File: src/hdl/sgsq_pkg.sv
`default_nettype none
package sgsq_pkg;

    localparam int FRAC_BITS_DEF  = 16;
    localparam int DATA_WIDTH_DEF = 32;
    localparam int EPS_WIDTH      = 31;

    localparam logic [EPS_WIDTH-1:0] EPS_RESET = EPS_WIDTH'(1);

    // Codes of the func field.
    localparam logic FUNC_FWD = 1'b0;
    localparam logic FUNC_BWD = 1'b1;

    // Control that travels with every item along the cell chain.
    typedef struct packed {
        logic valid;
        logic func;
        logic neg;
        logic dz;
    } sgsq_ctl_t;

endpackage
`default_nettype wire

File: src/hdl/sgsq_cell.sv
`default_nettype none
module sgsq_cell
    import sgsq_pkg::*;
#(
    parameter int IDX      = 0,
    parameter int SQ_STEPS = 24,
    parameter int W2       = 48,
    parameter int RW       = 36,
    parameter int QW       = 48,
    parameter int DENW     = 34
) (
    input  wire logic            aclk,
    input  wire logic            aresetn,
    input  wire logic            en,
    input  wire sgsq_ctl_t       ctl_in,
    input  wire logic [W2-1:0]   num_in,
    input  wire logic [DENW-1:0] den_in,
    input  wire logic [RW-1:0]   rem_in,
    input  wire logic [QW-1:0]   acc_in,
    output sgsq_ctl_t            ctl_out,
    output logic [W2-1:0]        num_out,
    output logic [DENW-1:0]      den_out,
    output logic [RW-1:0]        rem_out,
    output logic [QW-1:0]        acc_out
);

    localparam bit SQ_ACTIVE = (IDX < SQ_STEPS);

    sgsq_ctl_t       ctl_reg;
    logic [W2-1:0]   num_reg, num_next;
    logic [DENW-1:0] den_reg;
    logic [RW-1:0]   rem_reg, rem_next;
    logic [QW-1:0]   acc_reg, acc_next;

    logic [RW-1:0] remx;
    logic [RW-1:0] trial;

    // One restoring step: two bits of radicand for the root (only in the first
    // SQ_STEPS cells; later cells pass root items through), one bit of dividend for the quotient.
    always_comb begin
        remx     = '0;
        trial    = '0;
        num_next = num_in;
        rem_next = rem_in;
        acc_next = acc_in;
        if (ctl_in.func == FUNC_BWD) begin
            remx     = RW'({rem_in, num_in[W2-1]});
            trial    = RW'(den_in);
            num_next = num_in << 1;
            if (remx >= trial) begin
                rem_next = remx - trial;
                acc_next = QW'({acc_in, 1'b1});
            end else begin
                rem_next = remx;
                acc_next = QW'({acc_in, 1'b0});
            end
        end else if (SQ_ACTIVE) begin
            remx     = RW'({rem_in, num_in[W2-1:W2-2]});
            trial    = RW'({acc_in, 2'b01});
            num_next = num_in << 2;
            if (remx >= trial) begin
                rem_next = remx - trial;
                acc_next = QW'({acc_in, 1'b1});
            end else begin
                rem_next = remx;
                acc_next = QW'({acc_in, 1'b0});
            end
        end
    end

    always_ff @(posedge aclk) begin
        if (!aresetn) begin
            ctl_reg <= '0;
        end else if (en) begin
            ctl_reg <= ctl_in;
        end
    end

    always_ff @(posedge aclk) begin
        if (en) begin
            num_reg <= num_next;
            den_reg <= den_in;
            rem_reg <= rem_next;
            acc_reg <= acc_next;
        end
    end

    assign ctl_out = ctl_reg;
    assign num_out = num_reg;
    assign den_out = den_reg;
    assign rem_out = rem_reg;
    assign acc_out = acc_reg;

endmodule
`default_nettype wire

File: config.mk
export PLATFORM = sky130hd
export DESIGN_NAME = sgsq_cell
export DESIGN_NICKNAME = d
export VERILOG_FILES = /design/src/hdl/sgsq_pkg.sv /design/src/hdl/sgsq_cell.sv
export SDC_FILE = /design/constraint.sdc
export NUM_CORES = 1
export LEC_CHECK = 0
export BUFFER_PORTS_ARGS = -buffer_cell sky130_fd_sc_hd__clkbuf_2
export CAP_MARGIN = 10
export CORE_MARGIN = 3
export CORE_UTILIZATION = 39
export DETAILED_ROUTE_END_ITERATION = 16
export PLACE_DENSITY = 0.66
export SYNTH_ARGS = -nofsm -noshare
export SYNTH_HDL_FRONTEND = slang
export SYNTH_SLANG_ARGS = --single-unit
File: constraint.sdc
create_clock -name aclk -period 3.4 [get_ports aclk]
set_clock_uncertainty 0.15 [all_clocks]
set_input_delay 0.17 -clock aclk [delete_from_list [all_inputs] [get_ports aclk]]
set_output_delay 0.17 -clock aclk [all_outputs]
set_load 0.02 [all_outputs]
Word level (Yosys, flattened, before mapping) --
Cells that the tools add are included.
Storage, ports and cells: RAM bits 0, input port bits 173, memory bits (read-only) 0, register bits 170, word-level logic and storage cells 20, latch bits 0, memories kept 0
Cells by class: reductions and logical operators 0, div/mod/pow operators 0, bitwise operators 0, shift-type cells 0, magnitude comparators 2, add/sub/neg operators 2, equality and inequality tests 0, $mul 0, muxes and demuxes 7
Operator list (count):
- $mux W36 | 3
- $mux W48 | 1
- $ge A36 B34 Y1 | 1
- $ge A36 B36 Y1 | 1
- $sub A36 B34 Y36 | 1
- $sub A36 B36 Y36 | 1
- $mux W1 | 3

Longest topological paths before layout --
Gate-level depths: netlist of the first run.
depth in word-level cells 3, depth in mapped cells 14

Least setup slack after synthesis of the first run --
No wires, ideal clock.
path type input to register, start point input acc_in[0], end point register rem_reg[3] (netlist: rem_out[3]), data pin, stages on the path 12, slack 0.312 ns, required time 2.980 ns, arrival 2.668 ns, setup time 0.270 ns, cells stage by stage inv_1 ha_1 nor2b_4 o31a_1 o311a_1 a211o_1 a2111o_1 a21oi_4 buf_6 a211oi_1 a211oi_1 a21oi_1
Between the ends: word-level cells in the longest chain between the ends 3, elaborated cells between the ends (all ways) 4
Ends and longest elaborated chain:
- start, declared | line sgsq_cell.sv:19 | input wire logic [QW-1:0] acc_in,
- $sub A36 B36 Y36 / $ge A36 B36 Y1 (equally long branches) | line sgsq_cell.sv:62, sgsq_cell.sv:61
- $mux W36 (*) | line sgsq_cell.sv:61 | if (remx >= trial) begin
- $mux W36 (*) | line sgsq_cell.sv:46 | if (ctl_in.func == FUNC_BWD) begin
- named net rem_next[3] | line sgsq_cell.sv:32 | logic [RW-1:0] rem_reg, rem_next;
- end signal, assigned | line sgsq_cell.sv:83 | rem_reg <= rem_next;
- end, declared | line sgsq_cell.sv:32
Mark *: on every way through the listed nets, which the timed path passes. The rest lies on a longest branch. A chain may end at the register's enable or synchronous reset.

Final worst setup path of the first run --
start point input den_in[6], end point register rem_reg[5] (netlist: rem_out[5]), data pin
Between the ends: word-level cells in the longest chain between the ends 3
Ends and longest elaborated chain:
- start, declared | line sgsq_cell.sv:17 | input wire logic [DENW-1:0] den_in,
- $ge A36 B34 Y1 | line sgsq_cell.sv:50 | if (remx >= trial) begin
- $mux W36 | line sgsq_cell.sv:50
- $mux W36 | line sgsq_cell.sv:46
- named net rem_next[5] | line sgsq_cell.sv:32
The timed path passes the listed nets, and every way through them passes these cells.

==> results of run 1 <==
[layout make-up]
class                      count  area [um2]  area share
multi-input combinational    764        5628      0.3516
sequential                   169        5035      0.3145
timing repair buffer         585        3986      0.2490
tap                          372       465.4     0.02908
clock buffer                  18       429.2     0.02681
inverter                      84       315.3     0.01970
clock inverter                14       146.4    0.009145
antenna                        1       2.502   0.0001563
[synthesized netlist by cell type (all sizes together), types with 27 or more instances]
master / n / area [um2]
nor2: 80 / 302.8
a21o: 30 / 225.2
ha: 70 / 875.8
a211oi: 27 / 237.7
nand2: 79 / 296.5
o21ai: 50 / 250.2
clkbuf: 35 / 131.4
a21oi: 93 / 476.7
inv: 83 / 311.6
xnor2: 27 / 236.5
mux2: 50 / 563.0
edfxtp: 165 / 4955
xor2: 30 / 262.8
[power by group through the flow]
| stage | Combinational [mW] | Clock [mW] | Sequential [mW] |
|---|---|---|---|
| after floorplan | 0.942 | 0 | 2.89 |
| after global placement | 1.94 | 0 | 2.63 |
| after detailed placement | 1.95 | 0 | 2.63 |
| after CTS | 2.11 | 2.00 | 2.59 |
| after global routing | 2.38 | 2.07 | 2.61 |
| final | 2.21 | 1.97 | 2.59 |
[metrics by stage]
| stage | instance area [um2] | worst slack (ns) | TNS (ns) |
|---|---|---|---|
| finish | 16010 | 0.07834 | 0 |
| detailed placement | 13650 | -0.09081 | -0.7079 |
| CTS | 15710 | 0.008333 | 0 |
| global placement | 13650 | -0.03432 | -0.07682 |
| global route | 16010 | -0.02928 | -0.04301 |
| floorplan | 11040 | 0.3124 | 0 |
[logic make-up after synthesis]
group | after synthesis | share of synthesized area
xor+xnor | 57 | 0.04523
other cells | 1 | 0.0003397
buf+inv | 133 | 0.04976
compound gates | 302 | 0.1854
fa+ha+maj | 71 | 0.08116
flops | 169 | 0.4561
mux | 67 | 0.06642
simple gates | 266 | 0.1155
[path summary, 6_finish.rpt]
path / startpoint / end / slack, ns / depth (start not counted)
max reg2reg: ctl_out[0] / ctl_out[0] / 2.08 / 3
max: den_in[6] / rem_out[5] / 0.08 / 13
min reg2reg: ctl_out[2] / ctl_out[2] / 0.38 / 2
min: rem_in[8] / rem_out[10] / 0.01 / 3
[what timing repair did]
item                                   4_1_cts  5_1_grt
resized for setup                            0       37
setup buffers                                0       11
hold buffers                               148        0
endpoints found under the hold margin      133        0
setup endpoints to repair                    0       36
[flip-flops by register name, indices dropped and copies added (netlist names)]
name and cells:
den_out 34, rem_out 36, num_out 47, acc_out 48
ctl_out 4
[worst register-to-register path, delay by kind of cell, from the launching register on]
family                 cells  cell delay (ns)
buffers and inverters      1             0.55
DFF                        1             0.32
muxes                      1             0.13
and+or+nand+nor            1             0.06
[per-layer routing]
| layer | track usage | vias up |
|---|---|---|
| li1 | - | 5087 |
| met3 | 0.04565 | 27 |
| met1 | 0.2970 | 5021 |
| met2 | 0.4261 | 421 |
| met4 | 0.05194 | 0 |
| met5 | 0 | - |
==> results.yml, run 1 <==
run_status:
  outcome: "completed"
floorplan:
  die_w_um: 174.2
  row_count: 60
  start_util: 0.4028
  io_pins: 343
  design.die.area_um2: 30360
  core_um2: 27400
  die_h_um: 174.2
finish:
  fill_cells: 2333
  final_util: 0.5842
  drive_gt1_frac: 0.3470
  fin_cells: 2007
  area_growth_pct: 45.02
  layout_commonest_cell: "clkbuf_2"
  fin_nets: 1865
  layout_common_cells: "clkbuf_2, edfxtp_1, dlygate4sd3_1, buf_4, a21oi_1"
critical_path:
  required_ns: 3.44
  critPathCaptureType: "flip-flop"
  worstPathArrival_ns: 3.36
  crit_type: "input port to flip-flop"
  cp-start-kind: "input port"
  critPathMaxFanout: 8
  cp_num_buf_inv: 4
  critical_path.slowest_cell: "dlygate4sd3_1"
  max_stage_delay_ns: 0.52
  cp_top_family: "compound AO/OA/AOI/OAI gates"
  path_cells: "dlygate4sd3_1, clkbuf_2, inv_1, ha_1, or3_1, o21ai_2, o221a_2, o31ai_1, a221oi_4, buf_4, mux2_2, a22oi_2, nand2_1"
clock_tree:
  cts_max_path_buffers: 2
  cts.clk_slew.worst_paths_ns: 0.08
  cts_root_buffer: "clkbuf_16"
  clk_latency_ns: 0.43
  cts_sinks: 169
  cts_tree: "built"
  cts_buffers: 17
  htreeDepth: 4
flow_run:
  max-cap-violations: 0
placed_design:
  dp_cells: 1813
  io_buffers: 339
  gp_congestion: 0.9136
  dp_hpwl_um: 27190
power_and_ir_drop:
  vdd_drop_max_v: 0.0002969
  seqPwrFrac: 0.383
  p_sw_frac: 0.3407
  power_density_nw_per_um2: 422.3
  total_power_mw: 6.761
  combPwrFrac: 0.326
  p_switching_mw: 2.303
  p_leak_nw: 7.205
  p_int_mw: 4.457
  clockPowerShare: 0.291
synth:
  ys_dominant_reg_cell: "edfxtp_1"
  synth_nets: 1310
  synth_edf_count: 165
  synth.avg_cell_area_um2: 10.35
  yosysSeqAreaShare: 0.4561
  syn_inst: 1066
  ys_warn_count: 0
  syn_area_um2: 11040
  async_flop_share: 0
  synth_seq_cells: 169
  synth.distinct_cells: 79
sta:
  period_share: 0.9770
  finalHoldViolCount: 0
  max_freq_mhz: 301.1
  period_needed_ns: 3.322
  relSlewSlack: 0.4991
  finalMaxSlewViolations: 0
  fin_hold_ws_ns: 0.01402
  setup_viol: 0
  rsz0062_at_grt: "yes"
  worst_pin_slew_ns: 0.7513
global_routing:
  antenna_found_initial: 1
  grt_overflow: 0
  grt_pass1_vias: 10450
  grt_pass1_wl_um: 57330
  grt_usage: 0.2377
  grt_max_degree: 61
route:
  drt_wl_total_um: 37870
  vias_per_cell: 5.260
  drt_iter0_drc: 847
  num_vias: 10560
  routedWlPerCell_um: 18.87
  drtAntennaViolNets: 0
  met2WireLength_um: 19150
  met3_length_um: 2579
  firstDrtPassIters: 7
  top_layer: "met4"
  route.detailed.drc: 0
  wl_met1_um: 15660
hold_path:
  worstHoldPathType: "input port to flip-flop"
Power figures use the tool's default switching activity.
==> inputs of run 2 (changes only) <==
--- a/config.mk
+++ b/config.mk
@@ -6,11 +6,11 @@
 export NUM_CORES = 1
 export LEC_CHECK = 0
 export BUFFER_PORTS_ARGS = -buffer_cell sky130_fd_sc_hd__clkbuf_2
-export CAP_MARGIN = 10
 export CORE_MARGIN = 3
 export CORE_UTILIZATION = 39
 export DETAILED_ROUTE_END_ITERATION = 16
 export PLACE_DENSITY = 0.66
+export REMOVE_ABC_BUFFERS = 1
 export SYNTH_ARGS = -nofsm -noshare
 export SYNTH_HDL_FRONTEND = slang
 export SYNTH_SLANG_ARGS = --single-unit
==> run 2 against run 1 <==
Compared with the run above: first-iteration DRC count down 21%; sequential share of layout area increased by 0.16 points; wire length down 0.45%; sequential power about the same; final cell count is 0.45% lower; fmax increased by 1.3%; largest cell class unchanged.
==> results.yml, run 2 (same netlist as run 1, synthesis figures left out) <==
power_and_ir_drop:
  total_power_mw: 6.748
  vdd_drop_max_v: 0.0003032
  power_density_nw_per_um2: 423.7
  p_leak_nw: 7.149
placed_design:
  dp_hpwl_um: 27440
  gp_congestion: 0.9460
  io_buffers: 339
sta:
  setup_tns_ns: 0
  worst_pin_slew_ns: 0.7103
  period_share: 0.9642
  period_needed_ns: 3.278
  finalMaxSlewViolations: 0
  finalHoldViolCount: 0
  setup_viol: 0
  relSlewSlack: 0.5265
  max_freq_mhz: 305.1
finish:
  fin_nets: 1854
  seq_area_um2: 5035
  layout_common_cells: "clkbuf_2, edfxtp_1, dlygate4sd3_1, a21oi_1, inv_1"
  fill_cells: 2322
  drive_gt1_frac: 0.3352
  multi_input_area_um2: 5575
  largest_reg_flops: 48
  area_growth_pct: 44.29
  layout_commonest_cell: "clkbuf_2"
floorplan:
  row_count: 60
  core_um2: 27400
  start_util: 0.4028
  design.die.area_um2: 30360
  die_h_um: 174.2
  die_w_um: 174.2
  io_pins: 343
critical_path:
  crit_type: "input port to flip-flop"
  critPathCaptureType: "flip-flop"
  cp-start-kind: "input port"
  critPathMaxFanout: 8
  worstPathArrival_ns: 3.44
  required_ns: 3.56
clock_tree:
  cts.clk_slew.worst_paths_ns: 0.08
  clk_latency_ns: 0.43
  cts_root_buffer: "clkbuf_16"
  cts_max_path_buffers: 2
  cts_buffers: 17
  htreeDepth: 4
  cts_sinks: 169
  cts_tree: "built"
global_routing:
  grt_overflow: 0
  antenna_found_initial: 3
  grt_pass1_vias: 10750
  grt_usage: 0.2419
  grt_pass1_wl_um: 58440
  grt_max_degree: 71
route:
  num_vias: 10560
  drt_wl_total_um: 37700
  drtAntennaViolNets: 0
  route.detailed.drc: 0
  vias_per_cell: 5.283
  firstDrtPassIters: 5
  routedWlPerCell_um: 18.87
  drt_iter0_drc: 672
hold_path:
  worstHoldPathType: "input port to flip-flop"
run_status:
  outcome: "completed"
flow_run:
  max-cap-violations: 0
run 2: cell count changes in the layout (fill, tap and decap cells not counted), sizes merged:
| cell | delta |
|---|---|
| clkinvlp | +1 |
| diode | +2 |
| buf | -14 |
| dlygate4sd3 | +4 |
| inv | +1 |
| clkbuf | -2 |
| clkinv | -1 |
run 2: path summary, 6_finish.rpt:
path / depth (start not counted) / end / slack [ns] / start
max: 14 / rem_out[24] / 0.12 / acc_in[5]
max reg2reg: 3 / ctl_out[1] / 2.10 / ctl_out[1]
min reg2reg: 2 / ctl_out[3] / 0.38 / ctl_out[3]
min: 3 / rem_out[28] / 0.02 / rem_in[26]
run 2: report_power, final:
group / total (mW) / leakage, nW / switching (mW) / internal, mW
logic: 2.18 / 5.23 / 1.24 / 0.941
clock network: 1.97 / 0.276 / 0.996 / 0.978
registers: 2.59 / 1.65 / 0.0646 / 2.53
total: 6.75 / 7.15 / 2.30 / 4.45
run 2: worst max-delay path, cell delays in order:
cell and delay, ns:
dlygate4sd3_1 0.55, clkbuf_2 0.12, inv_1 0.11, ha_4 0.23, a21oi_1 0.17, o21ai_0 0.10
a21o_1 0.20, a211o_1 0.35, a2111o_1 0.47, a21oi_4 0.19, buf_6 0.14, nor2_4 0.08
a221oi_1 0.36, buf_4 0.18
run 2: metal layers:
layer	vias up	routed length, um	global-route usage
li1	5062	-	-
met1	5019	15520	0.3020
met2	413	18790	0.4227
met3	62	2416	0.04325
met4	0	973	0.08110
met5	-	0	0
run 2: stage by stage:
| stage | setup WS, ns | instances | util | area [um2] | hold WS [ns] |
|---|---|---|---|---|---|
| after global placement | 0.03648 | 1802 | 0.4960 | 13590 | 0.1972 |
| after global routing | -0.002131 | 1998 | 0.5812 | 15930 | 0.04787 |
| after floorplan | -1.582 | 1017 | - | 10800 | 0.1189 |
| after CTS | 0.01661 | 1986 | 0.5725 | 15690 | 0.009943 |
| after detailed placement | -0.02673 | 1802 | 0.4960 | 13590 | 0.1986 |
| final | 0.1219 | 1998 | 0.5812 | 15930 | 0.02143 |
run 2: final cells by class:
| cell class | instances | area share |
|---|---|---|
| antenna | 3 | 0.0004714 |
| multi-input combinational | 764 | 0.3501 |
| sequential | 169 | 0.3161 |
| clock buffer | 17 | 0.02671 |
| timing repair buffer | 574 | 0.2483 |
| inverter | 84 | 0.01980 |
| clock inverter | 15 | 0.009349 |
| tap | 372 | 0.02922 |
run 2: repair_timing:
item                                   CTS  global route
endpoints found under the hold margin  137             0
resized for setup                        0            37
buffers inserted                         0             8
hold buffers                           152             0
setup endpoints to repair                0            36
==> inputs of run 3 (changes only) <==
--- a/config.mk
+++ b/config.mk
@@ -8,6 +8,7 @@
 export BUFFER_PORTS_ARGS = -buffer_cell sky130_fd_sc_hd__clkbuf_2
 export CORE_MARGIN = 3
 export CORE_UTILIZATION = 39
+export CTS_CLUSTER_SIZE = 25
 export DETAILED_ROUTE_END_ITERATION = 16
 export PLACE_DENSITY = 0.66
 export REMOVE_ABC_BUFFERS = 1
==> constraint.sdc (replaced) <==
create_clock -name aclk -period 3.1 [get_ports aclk]
set_clock_uncertainty 0.15 [all_clocks]
set_input_delay 0.155 -clock aclk [delete_from_list [all_inputs] [get_ports aclk]]
set_output_delay 0.155 -clock aclk [all_outputs]
set_load 0.02 [all_outputs]
==> run 3 against run 2 <==
Compared with the run above: core utilization up 3.2 points; critical path depth down 3; final cell count up 5.9%; setup slack worse by 0.010 ns; wire length up 6.5%; clock power up 13%; sequential power up 10%; worst hold slack better by 0.0075 ns; combinational power up 17%; count of clock-buffer cells in the layout unchanged; die area unchanged; global-route usage up 1.3 points; critical path type unchanged; largest power group unchanged.
==> results.yml, run 3 (same netlist as run 1, synthesis figures left out) <==
run_status:
  outcome: "completed"
sta:
  rsz0062_at_grt: "no"
  worst_pin_slew_ns: 0.6438
  period_share: 0.9641
  finalMaxSlewViolations: 0
  setup_tns_ns: 0
  max_freq_mhz: 334.6
  period_needed_ns: 2.989
  setup_viol: 0
  finalHoldViolCount: 0
  relSlewSlack: 0.5662
  fin_ws_ns: 0.1114
route:
  drtAntennaViolNets: 0
  firstDrtPassIters: 5
  vias_per_cell: 5.247
  route.detailed.drc: 0
  routedWlPerCell_um: 18.97
  drt_wl_total_um: 40150
  drt_iter0_drc: 770
  num_vias: 11100
critical_path:
  critPathMaxFanout: 9
  required_ns: 3.11
  worstPathArrival_ns: 3.00
  critPathCaptureType: "flip-flop"
  crit_type: "input port to flip-flop"
  cp-start-kind: "input port"
placed_design:
  gp_congestion: 0.9183
  dp_hpwl_um: 28970
  io_buffers: 339
  placed_area_um2: 14470
  dp_slack_ns: -0.4346
global_routing:
  grt_pass1_wl_um: 61090
  grt_usage: 0.2551
  grt_max_degree: 105
  antenna_found_initial: 2
  grt_overflow: 0
  grt_pass1_vias: 11320
floorplan:
  row_count: 60
  start_util: 0.4028
  io_pins: 343
  die_w_um: 174.2
  core_um2: 27400
  design.die.area_um2: 30360
  die_h_um: 174.2
clock_tree:
  cts_root_buffer: "clkbuf_16"
  clk_latency_ns: 0.43
  cts.clk_slew.worst_paths_ns: 0.08
  cts_tree: "built"
  htreeDepth: 4
  cts_sinks: 169
  cts_buffers: 17
  cts_max_path_buffers: 2
power_and_ir_drop:
  vdd_drop_max_v: 0.0003344
  p_leak_nw: 7.738
  power_density_nw_per_um2: 454.4
finish:
  largest_reg_flops: 48
  final_cell_area_um2: 16810
  layout_commonest_cell: "clkbuf_2"
  layout_common_cells: "clkbuf_2, buf_4, edfxtp_1, dlygate4sd3_1, a21oi_1"
  fin_nets: 1973
  final_util: 0.6134
  area_growth_pct: 52.27
  drive_gt1_frac: 0.3691
  fill_cells: 2247
hold_path:
  worstHoldPathType: "input port to flip-flop"
flow_run:
  max-cap-violations: 0
==> run 3: report_power, final <==
group / internal [mW] / total (mW) / switching (mW)
Clock: 1.09 / 2.23 / 1.13
Sequential: 2.77 / 2.85 / 0.0778
Combinational: 1.16 / 2.56 / 1.40
Total: 5.02 / 7.64 / 2.61
==> run 3: worst paths after layout <==
check	from	end	slack (ns)	depth (start not counted)
setup / recovery	acc_in[30]	rem_out[32]	0.11	11
setup reg to reg	ctl_out[1]	ctl_out[1]	1.82	3
hold reg to reg	ctl_out[2]	ctl_out[2]	0.38	2
hold / removal	rem_in[14]	rem_out[15]	0.03	3
==> run 3: metal layers <==
metal	vias to the layer above	share of wire	global-route usage
li1	5304	-	-
met1	5263	0.40	0.3072
met2	459	0.50	0.4593
met3	77	0.068	0.04827
met4	0	0.027	0.08110
met5	-	0	0
==> run 3: layout make-up <==
class / count / area [um2] / area share
Timing Repair Buffer: 693 / 4876 / 0.2901
Clock inverter: 15 / 166.4 / 0.009901
Antenna cell: 2 / 5.005 / 0.0002978
Clock buffer: 17 / 425.4 / 0.02531
Multi-Input combinational cell: 764 / 5519 / 0.3284
Sequential cell: 169 / 5035 / 0.2996
Inverter: 84 / 315.3 / 0.01876
Tap cell: 372 / 465.4 / 0.02769
==> run 3: critical path, stage by stage <==
cell,delay [ns]
dlygate4sd3_1,0.53
clkbuf_2,0.11
inv_1,0.04
ha_1,0.43
nand2_1,0.18
nor4_1,0.37
o21a_1,0.21
a21oi_4,0.10
nor2_2,0.50
o41a_1,0.31
a211oi_2,0.06
==> run 3: stage by stage <==
stage	power [mW]	hold WS (ns)	instances
after floorplan	4.164	0.1039	1017
after global placement	5.185	0.1819	1917
after detailed placement	5.214	0.1837	1917
after CTS	7.616	0.009499	2110
after global routing	7.985	0.02774	2116
final	7.637	0.02896	2116
==> run 3: repair_timing <==
item                                    in CTS  in global routing
setup buffers                                0                  2
hold buffers                               161                  0
resized for setup                            0                 13
hold endpoints to repair                   136                  0
endpoints found under the setup margin       0                 34
